===== src/hbif_pkg.sv =====
// Shared constants, types and state codes of the histogram bump interval finder.
`timescale 1ns / 1ps
`default_nettype none
package hbif_pkg;

	localparam int NUM_BINS     = 65536;
	localparam int BIN_W        = $clog2(NUM_BINS);
	localparam int CNT_W        = 32;
	localparam int DIV_W        = 8;
	localparam int IDX_W        = BIN_W + 2;
	localparam int PTS_W        = 3;
	localparam int STEP_CNT_W   = $clog2(BIN_W);

	localparam logic [PTS_W-1:0] MIN_POINTS    = PTS_W'(5);
	localparam logic [BIN_W-1:0] MIN_STEP      = BIN_W'(2);
	localparam logic [CNT_W-1:0] VALLEY_START  = CNT_W'(999999999);
	localparam logic [DIV_W-1:0] DIVISOR_RESET = DIV_W'(2);
	localparam logic [STEP_CNT_W-1:0] LAST_STEP = STEP_CNT_W'(BIN_W - 1);

	typedef enum logic [1:0] {
		ST_RUN,
		ST_DIV,
		ST_LOAD
	} hbif_state_t;

	typedef struct packed {
		logic take;
		logic finish;
		logic div_step;
		logic load;
	} hbif_cmd_t;

endpackage
`default_nettype wire


===== src/hbif_ctrl.sv =====
// Controller: sequences streaming, the final division and the output load.
`timescale 1ns / 1ps
`default_nettype none
module hbif_ctrl (
	input  wire logic              clk,
	input  wire logic              arst_n,
	input  wire logic              in_valid,
	input  wire logic              last,
	output logic                   in_ready,
	output logic                   out_valid,
	input  wire logic              out_ready,
	output hbif_pkg::hbif_cmd_t    cmd
);
	import hbif_pkg::*;

	hbif_state_t             state_q, state_nxt;
	logic [STEP_CNT_W-1:0]   step_q;
	logic                    out_valid_q;
	logic                    out_free;

	assign out_free  = !out_valid_q || out_ready;
	assign out_valid = out_valid_q;

	always_comb begin
		state_nxt = state_q;
		unique case (state_q)
			ST_RUN: begin
				if (in_valid && last) state_nxt = ST_DIV;
			end
			ST_DIV: begin
				if (step_q == LAST_STEP) state_nxt = ST_LOAD;
			end
			ST_LOAD: begin
				if (out_free) state_nxt = ST_RUN;
			end
			default: state_nxt = ST_RUN;
		endcase
	end

	always_comb begin
		in_ready     = 1'b0;
		cmd          = '0;
		unique case (state_q)
			ST_RUN: begin
				in_ready   = 1'b1;
				cmd.take   = in_valid;
				cmd.finish = in_valid && last;
			end
			ST_DIV: begin
				cmd.div_step = 1'b1;
			end
			ST_LOAD: begin
				cmd.load = out_free;
			end
			default: begin
				in_ready = 1'b0;
			end
		endcase
	end

	always_ff @(posedge clk or negedge arst_n) begin
		if (!arst_n) begin
			state_q     <= ST_RUN;
			step_q      <= '0;
			out_valid_q <= 1'b0;
		end else begin
			state_q <= state_nxt;
			if (cmd.div_step) step_q <= step_q + STEP_CNT_W'(1);
			else              step_q <= '0;
			if (cmd.load)       out_valid_q <= 1'b1;
			else if (out_ready) out_valid_q <= 1'b0;
		end
	end

endmodule
`default_nettype wire


===== src/hbif_dp.sv =====
// Datapath: point tracking, valley and peak search, divider and output word.
`timescale 1ns / 1ps
`default_nettype none
module hbif_dp (
	input  wire logic                                   clk,
	input  wire logic                                   arst_n,
	input  wire hbif_pkg::hbif_cmd_t                    cmd,
	input  wire logic [hbif_pkg::CNT_W-1:0]             count,
	input  wire logic                                   cfg_we,
	input  wire logic [hbif_pkg::DIV_W-1:0]             cfg_wdata,
	output logic signed [hbif_pkg::IDX_W-1:0]           start_index,
	output logic signed [hbif_pkg::IDX_W-1:0]           end_index,
	output logic                                        found
);
	import hbif_pkg::*;

	logic [DIV_W-1:0] divisor_q;

	logic [CNT_W-1:0] prev_q, vval_q, pval_q;
	logic [BIN_W-1:0] bin_q, fnz_q, lp_q, vbin_q, pbin_q;
	logic [PTS_W-1:0] pts_q;
	logic             nz_q, vdone_q, pdone_q;

	logic [CNT_W-1:0] vval_n, pval_n;
	logic [BIN_W-1:0] fnz_n, lp_n, vbin_n, pbin_n;
	logic [PTS_W-1:0] pts_n;
	logic             nz_n, vdone_n, pdone_n;

	logic                    first_bin, is_point, track;
	logic                    v_upd, p_upd, t_vdone, t_pdone;
	logic [CNT_W-1:0]        t_vval, t_pval;
	logic [BIN_W-1:0]        t_vbin, t_pbin, half, step;
	logic signed [BIN_W:0]   vdist, pdist, span, span_neg;

	logic                    fin_found_q, fin_neg_q;
	logic [BIN_W-1:0]        fin_peak_q, fin_start_q, fin_end_q;
	logic [BIN_W-1:0]        quo_q;
	logic [DIV_W-1:0]        rem_q;

	logic [DIV_W-1:0]        dsel;
	logic [DIV_W:0]          rem_sh;
	logic                    ge;
	logic signed [BIN_W:0]   qs;
	logic signed [IDX_W-1:0] qs_x, peak_x;

	assign first_bin = (pts_q == '0);
	assign is_point  = first_bin || (count != prev_q);
	assign track     = is_point && !first_bin && !pdone_q;

	always_comb begin
		v_upd   = !vdone_q && (vval_q >= count);
		t_vval  = v_upd ? count : vval_q;
		t_vbin  = v_upd ? bin_q : vbin_q;
		half    = {1'b0, t_vbin[BIN_W-1:1]};
		step    = (half < MIN_STEP) ? MIN_STEP : half;
		vdist   = $signed({1'b0, bin_q}) - $signed({1'b0, t_vbin});
		t_vdone = vdist >= $signed({1'b0, step});
		p_upd   = t_vdone && (pval_q < count);
		t_pval  = p_upd ? count : pval_q;
		t_pbin  = p_upd ? bin_q : pbin_q;
		pdist   = $signed({1'b0, bin_q}) - $signed({1'b0, t_pbin});
		span    = $signed({1'b0, t_pbin}) - $signed({1'b0, t_vbin});
		t_pdone = t_vdone && (pdist >= span);
	end

	always_comb begin
		vval_n  = track ? t_vval  : vval_q;
		vbin_n  = track ? t_vbin  : vbin_q;
		vdone_n = track ? t_vdone : vdone_q;
		pval_n  = track ? t_pval  : pval_q;
		pbin_n  = track ? t_pbin  : pbin_q;
		pdone_n = track ? t_pdone : pdone_q;
		pts_n   = (is_point && pts_q < MIN_POINTS) ? pts_q + PTS_W'(1) : pts_q;
		lp_n    = is_point ? bin_q : lp_q;
		fnz_n   = fnz_q;
		nz_n    = nz_q;
		if (is_point && !nz_q && count != '0) begin
			fnz_n = bin_q;
			nz_n  = 1'b1;
		end
	end

	assign span_neg = $signed({1'b0, pbin_n}) - $signed({1'b0, vbin_n});

	always_ff @(posedge clk or negedge arst_n) begin
		if (!arst_n) begin
			divisor_q <= DIVISOR_RESET;
			prev_q    <= '0;
			bin_q     <= '0;
			pts_q     <= '0;
			fnz_q     <= '0;
			nz_q      <= 1'b0;
			lp_q      <= '0;
			vval_q    <= VALLEY_START;
			vbin_q    <= BIN_W'(1);
			pval_q    <= '0;
			pbin_q    <= BIN_W'(1);
			vdone_q   <= 1'b0;
			pdone_q   <= 1'b0;
		end else begin
			if (cfg_we) divisor_q <= cfg_wdata;
			if (cmd.finish) begin
				prev_q  <= '0;
				bin_q   <= '0;
				pts_q   <= '0;
				fnz_q   <= '0;
				nz_q    <= 1'b0;
				lp_q    <= '0;
				vval_q  <= VALLEY_START;
				vbin_q  <= BIN_W'(1);
				pval_q  <= '0;
				pbin_q  <= BIN_W'(1);
				vdone_q <= 1'b0;
				pdone_q <= 1'b0;
			end else if (cmd.take) begin
				prev_q  <= count;
				bin_q   <= bin_q + BIN_W'(1);
				pts_q   <= pts_n;
				fnz_q   <= fnz_n;
				nz_q    <= nz_n;
				lp_q    <= lp_n;
				vval_q  <= vval_n;
				vbin_q  <= vbin_n;
				pval_q  <= pval_n;
				pbin_q  <= pbin_n;
				vdone_q <= vdone_n;
				pdone_q <= pdone_n;
			end
		end
	end

	// restoring divider over the peak-to-valley magnitude
	assign dsel   = (divisor_q == '0) ? DIV_W'(1) : divisor_q;
	assign rem_sh = {rem_q, quo_q[BIN_W-1]};
	assign ge     = rem_sh >= {1'b0, dsel};

	always_ff @(posedge clk) begin
		if (cmd.finish) begin
			fin_found_q <= (pts_n >= MIN_POINTS) && pdone_n;
			fin_neg_q   <= span_neg[BIN_W];
			fin_peak_q  <= pbin_n;
			fin_start_q <= fnz_n;
			fin_end_q   <= lp_n;
			quo_q       <= span_neg[BIN_W] ? BIN_W'(-span_neg) : span_neg[BIN_W-1:0];
			rem_q       <= '0;
		end else if (cmd.div_step) begin
			rem_q <= ge ? DIV_W'(rem_sh - {1'b0, dsel}) : rem_sh[DIV_W-1:0];
			quo_q <= {quo_q[BIN_W-2:0], ge};
		end
	end

	assign qs     = fin_neg_q ? -$signed({1'b0, quo_q}) : $signed({1'b0, quo_q});
	assign qs_x   = IDX_W'(qs);
	assign peak_x = $signed({2'b00, fin_peak_q});

	always_ff @(posedge clk) begin
		if (cmd.load) begin
			if (fin_found_q) begin
				start_index <= peak_x - qs_x;
				end_index   <= peak_x + qs_x;
				found       <= 1'b1;
			end else begin
				start_index <= $signed({2'b00, fin_start_q});
				end_index   <= $signed({2'b00, fin_end_q});
				found       <= 1'b0;
			end
		end
	end

endmodule
`default_nettype wire


===== src/histogram_bump_interval_finder.sv =====
// Top level of the histogram bump interval finder.
// Histogram counts stream in one word per cycle while in_ready is high, bin 0 first, with
// last on the final bin. While streaming, a new word is taken every cycle. After the last
// word the block runs a one-bit-per-cycle restoring divider, one step per bin index bit,
// then loads the output register; in_ready stays low until that load is done. The result
// word waits in the output register while the next histogram streams in; the load stalls
// only if the previous result is still untaken. The divisor register may only be written
// while no histogram is in flight.
`timescale 1ns / 1ps
`default_nettype none
module histogram_bump_interval_finder (
	input  wire logic                                   clk,
	input  wire logic                                   arst_n,
	input  wire logic                                   cfg_we,
	input  wire logic [hbif_pkg::DIV_W-1:0]             cfg_wdata,
	input  wire logic                                   in_valid,
	output logic                                        in_ready,
	input  wire logic [hbif_pkg::CNT_W-1:0]             count,
	input  wire logic                                   last,
	output logic                                        out_valid,
	input  wire logic                                   out_ready,
	output logic signed [hbif_pkg::IDX_W-1:0]           start_index,
	output logic signed [hbif_pkg::IDX_W-1:0]           end_index,
	output logic                                        found
);
	import hbif_pkg::*;

	hbif_cmd_t cmd;

	hbif_ctrl u_ctrl (
		.clk       (clk),
		.arst_n    (arst_n),
		.in_valid  (in_valid),
		.last      (last),
		.in_ready  (in_ready),
		.out_valid (out_valid),
		.out_ready (out_ready),
		.cmd       (cmd)
	);

	hbif_dp u_dp (
		.clk         (clk),
		.arst_n      (arst_n),
		.cmd         (cmd),
		.count       (count),
		.cfg_we      (cfg_we),
		.cfg_wdata   (cfg_wdata),
		.start_index (start_index),
		.end_index   (end_index),
		.found       (found)
	);

endmodule
`default_nettype wire


===== config.mk =====
export PLATFORM = sky130hd
export DESIGN_NAME = histogram_bump_interval_finder
export DESIGN_NICKNAME = d
export VERILOG_FILES = /design/src/hbif_pkg.sv /design/src/hbif_ctrl.sv /design/src/hbif_dp.sv /design/src/histogram_bump_interval_finder.sv
export SDC_FILE = /design/constraint.sdc
export NUM_CORES = 1
export LEC_CHECK = 0
export ABC_AREA = 1
export BUFFER_PORTS_ARGS = -buffer_cell sky130_fd_sc_hd__clkbuf_2
export CORE_UTILIZATION = 50
export DETAILED_ROUTE_END_ITERATION = 10
export HOLD_SLACK_MARGIN = 0.08
export PLACE_DENSITY = 0.67
export SYNTH_ARGS = -nofsm -noshare
export SYNTH_HDL_FRONTEND = slang
export SYNTH_HIERARCHICAL = 1
export SYNTH_SLANG_ARGS = --single-unit

===== constraint.sdc =====
create_clock -name clk -period 9.6 [get_ports clk]
set_clock_uncertainty 0.2 [all_clocks]
set_input_delay 0.48 -clock clk [delete_from_list [all_inputs] [get_ports clk]]
set_output_delay 0.48 -clock clk [all_outputs]
set_load 0.02 [all_outputs]

# Word level (Yosys, flattened, before mapping)
# Cells that the tools add are included.
classes:
  add_sub_neg: 12
  n_lt_le_gt_ge: 8
  n_eq_ne: 7
  muxes: 59
  reduce_logical: 33
op_table:
  columns: ["operator", "count"]
  rows:
  - ["16-bit 2-to-1 mux", 21]
  - ["32-bit 2-to-1 mux", 10]
  - ["16-bit by 16-bit subtractor with 17-bit output", 4]
  - ["17-bit >= comparator", 2]
  - ["32-bit >= comparator", 1]
  - ["32-bit less-than comparator", 1]
  - ["32-bit != test", 1]
  - ["32-bit nonzero test", 1]
  - ["17-bit by 17-bit adder with 18-bit output", 1]
  - ["17-bit by 17-bit subtractor with 18-bit output", 1]
  - ["17-bit 2-to-1 mux", 1]
  - ["16-bit negator with 17-bit output", 1]
  - ["16-bit by 1-bit adder with 16-bit output, second input constant", 1]
  - ["8-bit 2-to-1 mux", 2]
  - ["16-bit negator", 1]
  - ["15-bit by 2-bit less-than comparator with 1-bit output, second input constant", 1]
  - ["1-bit 2-to-1 mux", 15]
  - ["15-bit 2-to-1 mux", 1]
  - ["2-bit nonzero test", 7]
  - ["1-bit logical AND", 10]
  - ["9-bit by 8-bit >= comparator with 1-bit output", 1]
  - ["3-bit 2-to-1 mux", 3]
  - ["3-bit AND reduction", 3]
  - ["8-bit zero test", 1]
  - ["other kinds (17)", 28]
totals:
  ff_bits: 308
  input_bits: 46

# Longest topological paths before layout
# Gate-level depths: netlist of the first run.
depth:
  word_depth: 14
  ltp_mapped: 68

# Cells and area by module
# The synthesis of the first run kept the hierarchy.
by_module_without_submodules:
  columns: ["mod", "n_inst", "cells_per_inst", "area_each_um2"]
  rows:
  - ["hbif_dp", 1, 2489, 20343.3]
  - ["hbif_ctrl", 1, 38, 342.8]

# Worst setup path after synthesis of the first run
# No wires, ideal clock.
synth_path:
  kind: "input to register"
  start: "in count[7] in the netlist's numbering"
  end: "reg u_dp.fin_found_q (data pin)"
  setup_time_ns: 0.159
  arrival_time_ns: 8.292
  t_required_ns: 9.241
  slack_ns: 0.949
  stages: 58
  path_buffers: 3
  path_cell_list: "inv_1 ha_1 nand2_1 inv_2 nand2_1 nor2_1 nor2_1 nand2_1 nand2_1 nand2_1 nand2_1 nand2_2 nand2_4 buf_6 clkbuf_1 o21ai_0 ha_1 inv_1 (+22 left out) o21bai_1 a21oi_1 o21bai_1 a21oi_1 o21bai_1 a21oi_1 o21ai_0 nand3_1 nand2_1 a21o_1 a21oi_1 ha_1 inv_1 o311ai_0 a311oi_1 a211oi_1 nand2_1 a22oi_1"
synth_between:
  elab_chain_cells: 13
  word_cells_on_any_way: 23
synth_lines:
  columns: ["element", "line", "rtl"]
  rows:
  - ["from (decl)", "histogram_bump_interval_finder.sv:18", "input wire logic [hbif_pkg::CNT_W-1:0] count,"]
  - ["32-bit >= comparator", "hbif_dp.sv:51", "v_upd = !vdone_q && (vval_q >= count);"]
  - ["1-bit logical AND", "hbif_dp.sv:51", null]
  - ["16-bit 2-to-1 mux", "hbif_dp.sv:53", "t_vbin = v_upd ? bin_q : vbin_q;"]
  - ["15-bit by 2-bit less-than comparator with 1-bit output", "hbif_dp.sv:55", "step = (half < MIN_STEP) ? MIN_STEP : half;"]
  - ["15-bit 2-to-1 mux", "hbif_dp.sv:55", null]
  - ["17-bit >= comparator", "hbif_dp.sv:57", "t_vdone = vdist >= $signed({1'b0, step});"]
  - ["1-bit logical AND", "hbif_dp.sv:58", "p_upd = t_vdone && (pval_q < count);"]
  - ["16-bit 2-to-1 mux", "hbif_dp.sv:60", "t_pbin = p_upd ? bin_q : pbin_q;"]
  - ["16-bit by 16-bit subtractor with 17-bit output (on tied branches)", "hbif_dp.sv:61, hbif_dp.sv:62", null]
  - ["17-bit >= comparator", "hbif_dp.sv:63", "t_pdone = t_vdone && (pdist >= span);"]
  - ["1-bit logical AND", "hbif_dp.sv:63", null]
  - ["1-bit 2-to-1 mux", "hbif_dp.sv:72", "pdone_n = track ? t_pdone : pdone_q;"]
  - ["1-bit logical AND (*)", "hbif_dp.sv:139", "fin_found_q <= (pts_n >= MIN_POINTS) && pdone_n;"]
  - ["to (signal assigned)", "hbif_dp.sv:139", null]
  - ["to (decl)", "hbif_dp.sv:35", "logic fin_found_q, fin_neg_q;"]
# Every way passes the cells marked *; elsewhere a longest branch is shown, timed or not.
# A chain may end at the register's enable or synchronous reset.

# Worst setup path after layout of the first run
layout_path:
  start: "in count[0] in the netlist's numbering"
  end: "reg u_dp.fin_found_q (data pin)"
# The elaborated chain is that of the path after synthesis.

==> results of run 1 <==
-- registers in the layout, indices dropped and copies added (netlist names), 2 cells and up --
signal / flops
u_dp/rem_q: 8
u_ctrl/step_q: 4
u_dp/lp_q: 16
u_dp/fin_start_q: 16
u_dp/prev_q: 32
u_dp/fin_peak_q: 16
u_dp/divisor_q: 8
u_dp/pbin_q: 16
u_dp/pval_q: 32
u_dp/start_index: 18
u_dp/vval_q: 32
u_dp/end_index: 18
u_dp/vbin_q: 16
u_dp/bin_q: 16
u_dp/quo_q: 16
u_ctrl/state_q: 2
u_dp/pts_q: 3
u_dp/fin_end_q: 16
u_dp/fnz_q: 16
-- cell type report --
| type | count | area (um^2) | area share, % |
|---|---|---|---|
| clock buffers | 47 | 1030 | 4.44 |
| clock inverters | 17 | 215 | 0.924 |
| inverters | 393 | 1480 | 6.34 |
| multi-input cells | 1751 | 10800 | 46.4 |
| flip-flops and latches | 308 | 8210 | 35.3 |
| well taps | 532 | 666 | 2.86 |
| repair buffers | 139 | 870 | 3.74 |
-- cells by family (layout without fill, tap and decap cells) --
group                      after synthesis  count (layout)
buffers and inverters                  469             596
muxes                                   32              32
DFF                                    308             308
AOI/OAI and AO/OA                      571             571
and+or+nand+nor                        836             837
adders and majority gates              204             204
xor gates and xnor gates               107             107
-- per-layer routing --
layer,GRT usage (%),vias up,share of wire (%)
met5,0,-,0
met4,7.99,0,2.4
met3,5.72,86,7.6
li1,-,8683,-
met2,42.8,594,43
met1,39.8,8385,47
-- cell usage after synthesis, types with 3 or more instances --
master	n
o211ai_1	26
dfrtp_1	173
inv_2	4
o21a_1	7
dfxtp_1	8
buf_4	5
o21ai_1	21
mux2_1	30
a21o_1	8
clkbuf_1	68
fa_1	7
nor3_1	30
o31ai_1	8
dfstp_2	24
o32ai_1	3
nand3_2	6
edfxtp_1	103
o22ai_1	52
a21oi_1	147
and2_1	4
or2_2	5
o21bai_1	23
a211oi_1	5
o21ai_0	243
a31oi_1	7
nor2_1	137
nand2_1	525
nand3_1	52
nor4_1	13
ha_1	197
nand4_1	42
inv_1	386
clkinv_1	3
xor2_1	85
xnor2_1	22
o221ai_1	4
nand3b_1	6
nand2_2	7
-- worst min path at each step --
stage	to	slack (ps)	depth (start not counted)	from
4_1_cts	u_ctrl/state_q[0]$_DFFE_PN0P_	80	3	last
3_5_place_dp	u_ctrl/step_q[0]$_DFF_PN0_	260	1	u_ctrl/step_q[0]$_DFF_PN0_
6_report	u_ctrl/state_q[0]$_DFFE_PN0P_	100	3	last
5_1_grt	u_ctrl/state_q[0]$_DFFE_PN0P_	100	3	last
2_1_floorplan	u_ctrl/out_valid$_DFFE_PN0P_	-20	0	arst_n
3_3_place_gp	u_ctrl/step_q[0]$_DFF_PN0_	250	1	u_ctrl/step_q[0]$_DFF_PN0_
-- per-stage QoR --
stage,cells,area [um^2]
2_1_floorplan,2527,20700
3_3_place_gp,3105,21800
3_5_place_dp,3105,21800
4_1_cts,3180,23100
5_1_grt,3187,23300
6_report,3187,23300
-- critical path: cells and delay by family --
| family | cells | cell delay (ps) |
|---|---|---|
| AOI/OAI and AO/OA | 21 | 3220 |
| xor gates and xnor gates | 2 | 240 |
| buffers and inverters | 7 | 1040 |
| adders and majority gates | 6 | 1780 |
| and+or+nand+nor | 23 | 2250 |
-- what timing repair did --
action,CTS,global route
hold endpoints to repair,84,0
buffers inserted,0,6
hold buffers,11,0
endpoints found under the setup margin,0,11
gates resized for setup,0,21
==> flow_metrics.env, run 1 <==
export IMPL_status="complete, no violations"
export IMPL_drv_slew=0
export IMPL_setup_tns_final_ps=0
export IMPL_timing_hold_ws_ps=102
export IMPL_start_kind="input pin"
export IMPL_cp_data_arrival_time_ps=9020
export IMPL_synth_top_area_share_pct=20.9
export IMPL_fmax_mhz=113
export IMPL_start_util_pct=50.7
export IMPL_cpMostUsedCell="nand2_1"
export IMPL_antennaDiodeCount=0
export IMPL_synth_xor_area_share_pct=4.53
export IMPL_final_common_cell="nand2_1"
export IMPL_path_class="in2reg"
export IMPL_drc=0
export IMPL_netlist_instances=2527
export IMPL_critPathRequiredTime_ps=9780
export IMPL_postSynth_asyncResetShare_pct=64.0
export IMPL_max_cap_viol_count=0
export IMPL_synth_compound_area_share_pct=15.6
export IMPL_grt_max_degree=93
export IMPL_fp_row_count=74
export IMPL_cpPeakStageDelay_ps=540
export IMPL_synth_largest_area_cell="dfrtp_1"
export IMPL_worst_pin_slew_ps=1210
export IMPL_worst_slack_ps=762
export IMPL_coreArea_um2=40800
export IMPL_synth_area_um2=20700
export IMPL_timing_final_crit_share_pct=92.1
export IMPL_layout_drive_gt1_share_pct=10.1
export IMPL_post_dp_hpwl_um=42600
export IMPL_rrSetupSlack_ps=810
export IMPL_synth_area_leaders="dfrtp_1 (21%), edfxtp_1 (15%), ha_1 (12%)"
export IMPL_routedWlPerCell_um=18.1
export IMPL_drt_total_wl_um=57700
export IMPL_yosys_warnings=6
export IMPL_clk_pin_slew_ps=60
export IMPL_synth_seq_cells=308
export IMPL_synth_edf_count=103
export IMPL_yosys_most_used_dff="dfrtp_1"
export IMPL_syn_avg_cell_area_um2=8.19
export IMPL_layout_min_cycle_time_ps=8840
export IMPL_port_buffer_count=84
export IMPL_die_w_um=205
export IMPL_drt_pass1_iterations=5
export IMPL_cts_made_buffers=36
export IMPL_cts_tree="done"
export IMPL_synth_adder_area_share_pct=12.6
export IMPL_io_pins=85
export IMPL_nFillCells=3704
export IMPL_final_cell_mix="nand2_1 (525), inv_1 (384), o21ai_0 (238)"
export IMPL_r2r_start="u_dp/vval_q[5]$_DFFE_PN1P_"
export IMPL_avgViaCountPerCell=5.57
export IMPL_fin_nets=2879
export IMPL_clock_latency_ps=540
export IMPL_clock_sinks=308
export IMPL_crit_fanout=11
export IMPL_post_place_ws_ps=119
export IMPL_synthMuxAreaShare_pct=1.74
export IMPL_critPathSlowestCell="dlygate4sd3_1"
export IMPL_antenna_left=0
export IMPL_clock_path_buffers=3
export IMPL_synthSimpleGateAreaFrac_pct=17.1
export IMPL_grt_pass1_vias=17400
export IMPL_crit_path_start="count[0]"
export IMPL_max_slew_margin_rel_pct=19.3
export IMPL_setup_viol=0
export IMPL_r2r_cells=59
export IMPL_final_util_pct=57.0
export IMPL_r2r_end="u_dp/fin_found_q$_DFFE_PP_"
export IMPL_synth_top_family_by_area="simple AND/OR/NAND/NOR gates"
export IMPL_antenna_found_initial=0
export IMPL_grt_pass1_wl_um=92100
export IMPL_min_path_type="in2reg"
export IMPL_grt_usage_pct=28.0
export IMPL_grt_overflow_total=0
export IMPL_syn_to_final_growth_pct=12.5
export IMPL_crit_end="u_dp/fin_found_q$_DFFE_PP_"
export IMPL_synth_nets=2777
export IMPL_cp_end_kind="flop"
export IMPL_place_congestion=0.978
export IMPL_yosysUniqueCellTypes=61
export IMPL_rsz0062_at_grt="true"
export IMPL_root_buffer="clkbuf_16"
export IMPL_drt_iter0_drc=1534
export IMPL_hold_violations=0
export IMPL_h_tree_depth=2
export IMPL_dieArea_um2=42200
export IMPL_fp_dieH_um=205
export IMPL_ys_seq_area_share_pct=39.7
export IMPL_via_count=17700
Power of run 1 is left out: the tool's default activity adds up to more than one toggle a clock period on the data nets, which glitch-free logic cannot reach.
==> run 2: changes to the inputs <==
--- a/config.mk
+++ b/config.mk
@@ -7,10 +7,9 @@
 export LEC_CHECK = 0
 export ABC_AREA = 1
 export BUFFER_PORTS_ARGS = -buffer_cell sky130_fd_sc_hd__clkbuf_2
-export CORE_UTILIZATION = 50
+export CORE_UTILIZATION = 35
 export DETAILED_ROUTE_END_ITERATION = 10
 export HOLD_SLACK_MARGIN = 0.08
-export PLACE_DENSITY = 0.67
 export SYNTH_ARGS = -nofsm -noshare
 export SYNTH_HDL_FRONTEND = slang
 export SYNTH_HIERARCHICAL = 1
==> run 2 against run 1 <==
  * Wire length up 1.8%
  * Non-clock buffer count increased by 11
  * Cell count rose by 7.8%
  * Core utilization shrank 16 points
  * Worst hold slack improved by 5.2 ps
==> flow_metrics.env, run 2 (synthesis results as in run 1) <==
export IMPL_status="complete, no violations"
export IMPL_grt_pass1_vias=17700
export IMPL_drt_total_wl_um=58800
export IMPL_antenna_left=0
export IMPL_antenna_found_initial=0
export IMPL_top_regs="u_dp/prev_q (32), u_dp/pval_q (32), u_dp/vval_q (32)"
export IMPL_worst_pin_slew_ps=1190
export IMPL_dp_cells=3350
export IMPL_crit_family="compound AO/OA/AOI/OAI gates"
export IMPL_cp_data_arrival_time_ps=9190
export IMPL_clk_pin_slew_ps=60
export IMPL_hold_violations=0
export IMPL_avgViaCountPerCell=5.15
export IMPL_layout_drive_gt1_share_pct=10.4
export IMPL_grt_overflow_total=0
export IMPL_h_tree_depth=2
export IMPL_post_dp_hpwl_um=43700
export IMPL_via_count=17700
export IMPL_cpMostUsedCell="nand2_1"
export IMPL_routedWlPerCell_um=17.1
export IMPL_grt_max_degree=70
export IMPL_crit_buf_inv=6
export IMPL_layout_min_cycle_time_ps=9000
export IMPL_final_cell_mix="nand2_1 (524), inv_1 (384), o21ai_0 (238)"
export IMPL_grt_pass1_wl_um=93600
export IMPL_clock_latency_ps=560
export IMPL_port_buffer_count=84
export IMPL_coreArea_um2=58000
export IMPL_drv_slew=0
export IMPL_fmax_mhz=111
export IMPL_nFillCells=5831
export IMPL_stdcell_count=3437
export IMPL_fp_dieH_um=245
export IMPL_clock_path_buffers=3
export IMPL_fp_row_count=88
export IMPL_antennaDiodeCount=0
export IMPL_grt_usage_pct=19.6
export IMPL_critPathRequiredTime_ps=9780
export IMPL_dieArea_um2=60100
export IMPL_drt_pass1_iterations=5
export IMPL_syn_to_final_growth_pct=14.2
export IMPL_crit_fanout=7
export IMPL_path_class="reg2reg"
export IMPL_drt_iter0_drc=1159
export IMPL_fin_nets=2892
export IMPL_min_path_type="in2reg"
export IMPL_setup_viol=0
export IMPL_cts_tree="done"
export IMPL_timing_final_crit_share_pct=93.8
export IMPL_critPathSlowestCell="dfstp_2"
export IMPL_place_area_um2=22200
export IMPL_root_buffer="clkbuf_16"
export IMPL_die_w_um=245
export IMPL_max_cap_viol_count=0
export IMPL_max_slew_margin_rel_pct=20.3
export IMPL_io_pins=85
export IMPL_cts_made_buffers=38
export IMPL_cp_end_kind="flop"
export IMPL_final_common_cell="nand2_1"
export IMPL_final_seq_area_um2=8210
export IMPL_start_util_pct=35.6
export IMPL_multi_input_area_um2=10800
export IMPL_final_cell_area_um2=23600
export IMPL_place_congestion=0.916
export IMPL_clock_sinks=308
export IMPL_start_kind="flop"
export IMPL_cpPeakStageDelay_ps=540
export IMPL_drc=0
[run 2: cell types whose count changed in the layout (fill, tap and decap cells not counted), sizes merged]
cell | previous run | this run
buf | 44 | 54
bufinv | 5 | 1
nand2 | 533 | 534
nand3 | 61 | 60
clkinv | 11 | 7
dlygate4sd3 | 11 | 12
clkbuf | 131 | 145
[run 2: tightest hold or removal path, cell delays in order]
cell and delay (ps):
clkbuf_2 90, nand2_1 170, o21ai_2 80
[run 2: final timing paths]
kind / endpoint / slack [ps] / startpoint / depth (start not counted)
setup / recovery: u_dp/fin_found_q$_DFFE_PP_ / 600 / u_dp/vval_q[11]$_DFFE_PN1P_ / 57
hold / removal: u_ctrl/state_q[0]$_DFFE_PN0P_ / 110 / in_valid / 3
setup reg to reg: u_dp/fin_found_q$_DFFE_PP_ / 600 / u_dp/vval_q[11]$_DFFE_PN1P_ / 57
hold reg to reg: u_ctrl/step_q[0]$_DFF_PN0_ / 260 / u_ctrl/step_q[0]$_DFF_PN0_ / 1
max in group asynchronous: u_dp/pval_q[24]$_DFFE_PN0P_ / 6720 / arst_n / 4
min in group asynchronous: u_ctrl/out_valid$_DFFE_PN0P_ / 250 / arst_n / 2
[run 2: per-stage QoR]
| step | worst slack (ps) | util [%] | hold WS, ps | TNS [ps] |
|---|---|---|---|---|
| after CTS | 367 | 40.5 | 88.7 | 0 |
| final | 595 | 40.7 | 108 | 0 |
| after detailed placement | 104 | 38.2 | 261 | 0 |
| after global routing | -98.7 | 40.7 | 130 | -121 |
| after floorplan | 949 | - | -15.6 | 0 |
| after global placement | 261 | 38.2 | 242 | 0 |
[run 2: final cells by class]
class                           count  share of cell area [%]
Tap cell                          765                    4.05
Clock inverter                      9                   0.381
Inverter                          393                    6.25
Clock buffer                       61                    4.69
Multi-Input combinational cell   1751                    45.8
Sequential cell                   308                    34.8
Timing Repair Buffer              150                    4.07
[run 2: per-layer routing]
| layer | vias up | track usage [%] | part of all wire (%) |
|---|---|---|---|
| met5 | - | 0 | 0 |
| met4 | 0 | 6.47 | 2.6 |
| met3 | 95 | 3.05 | 5.3 |
| met2 | 510 | 33.1 | 48 |
| met1 | 8405 | 25.4 | 45 |
| li1 | 8694 | - | - |
[run 2: what timing repair did]
action / in CTS / in global routing
endpoints found under the hold margin: 70 / 0
gates resized for setup: 0 / 31
endpoints found under the setup margin: 0 / 3
hold buffers: 12 / 0
setup buffers: 0 / 4
Power of run 2 is left out for the same reason.
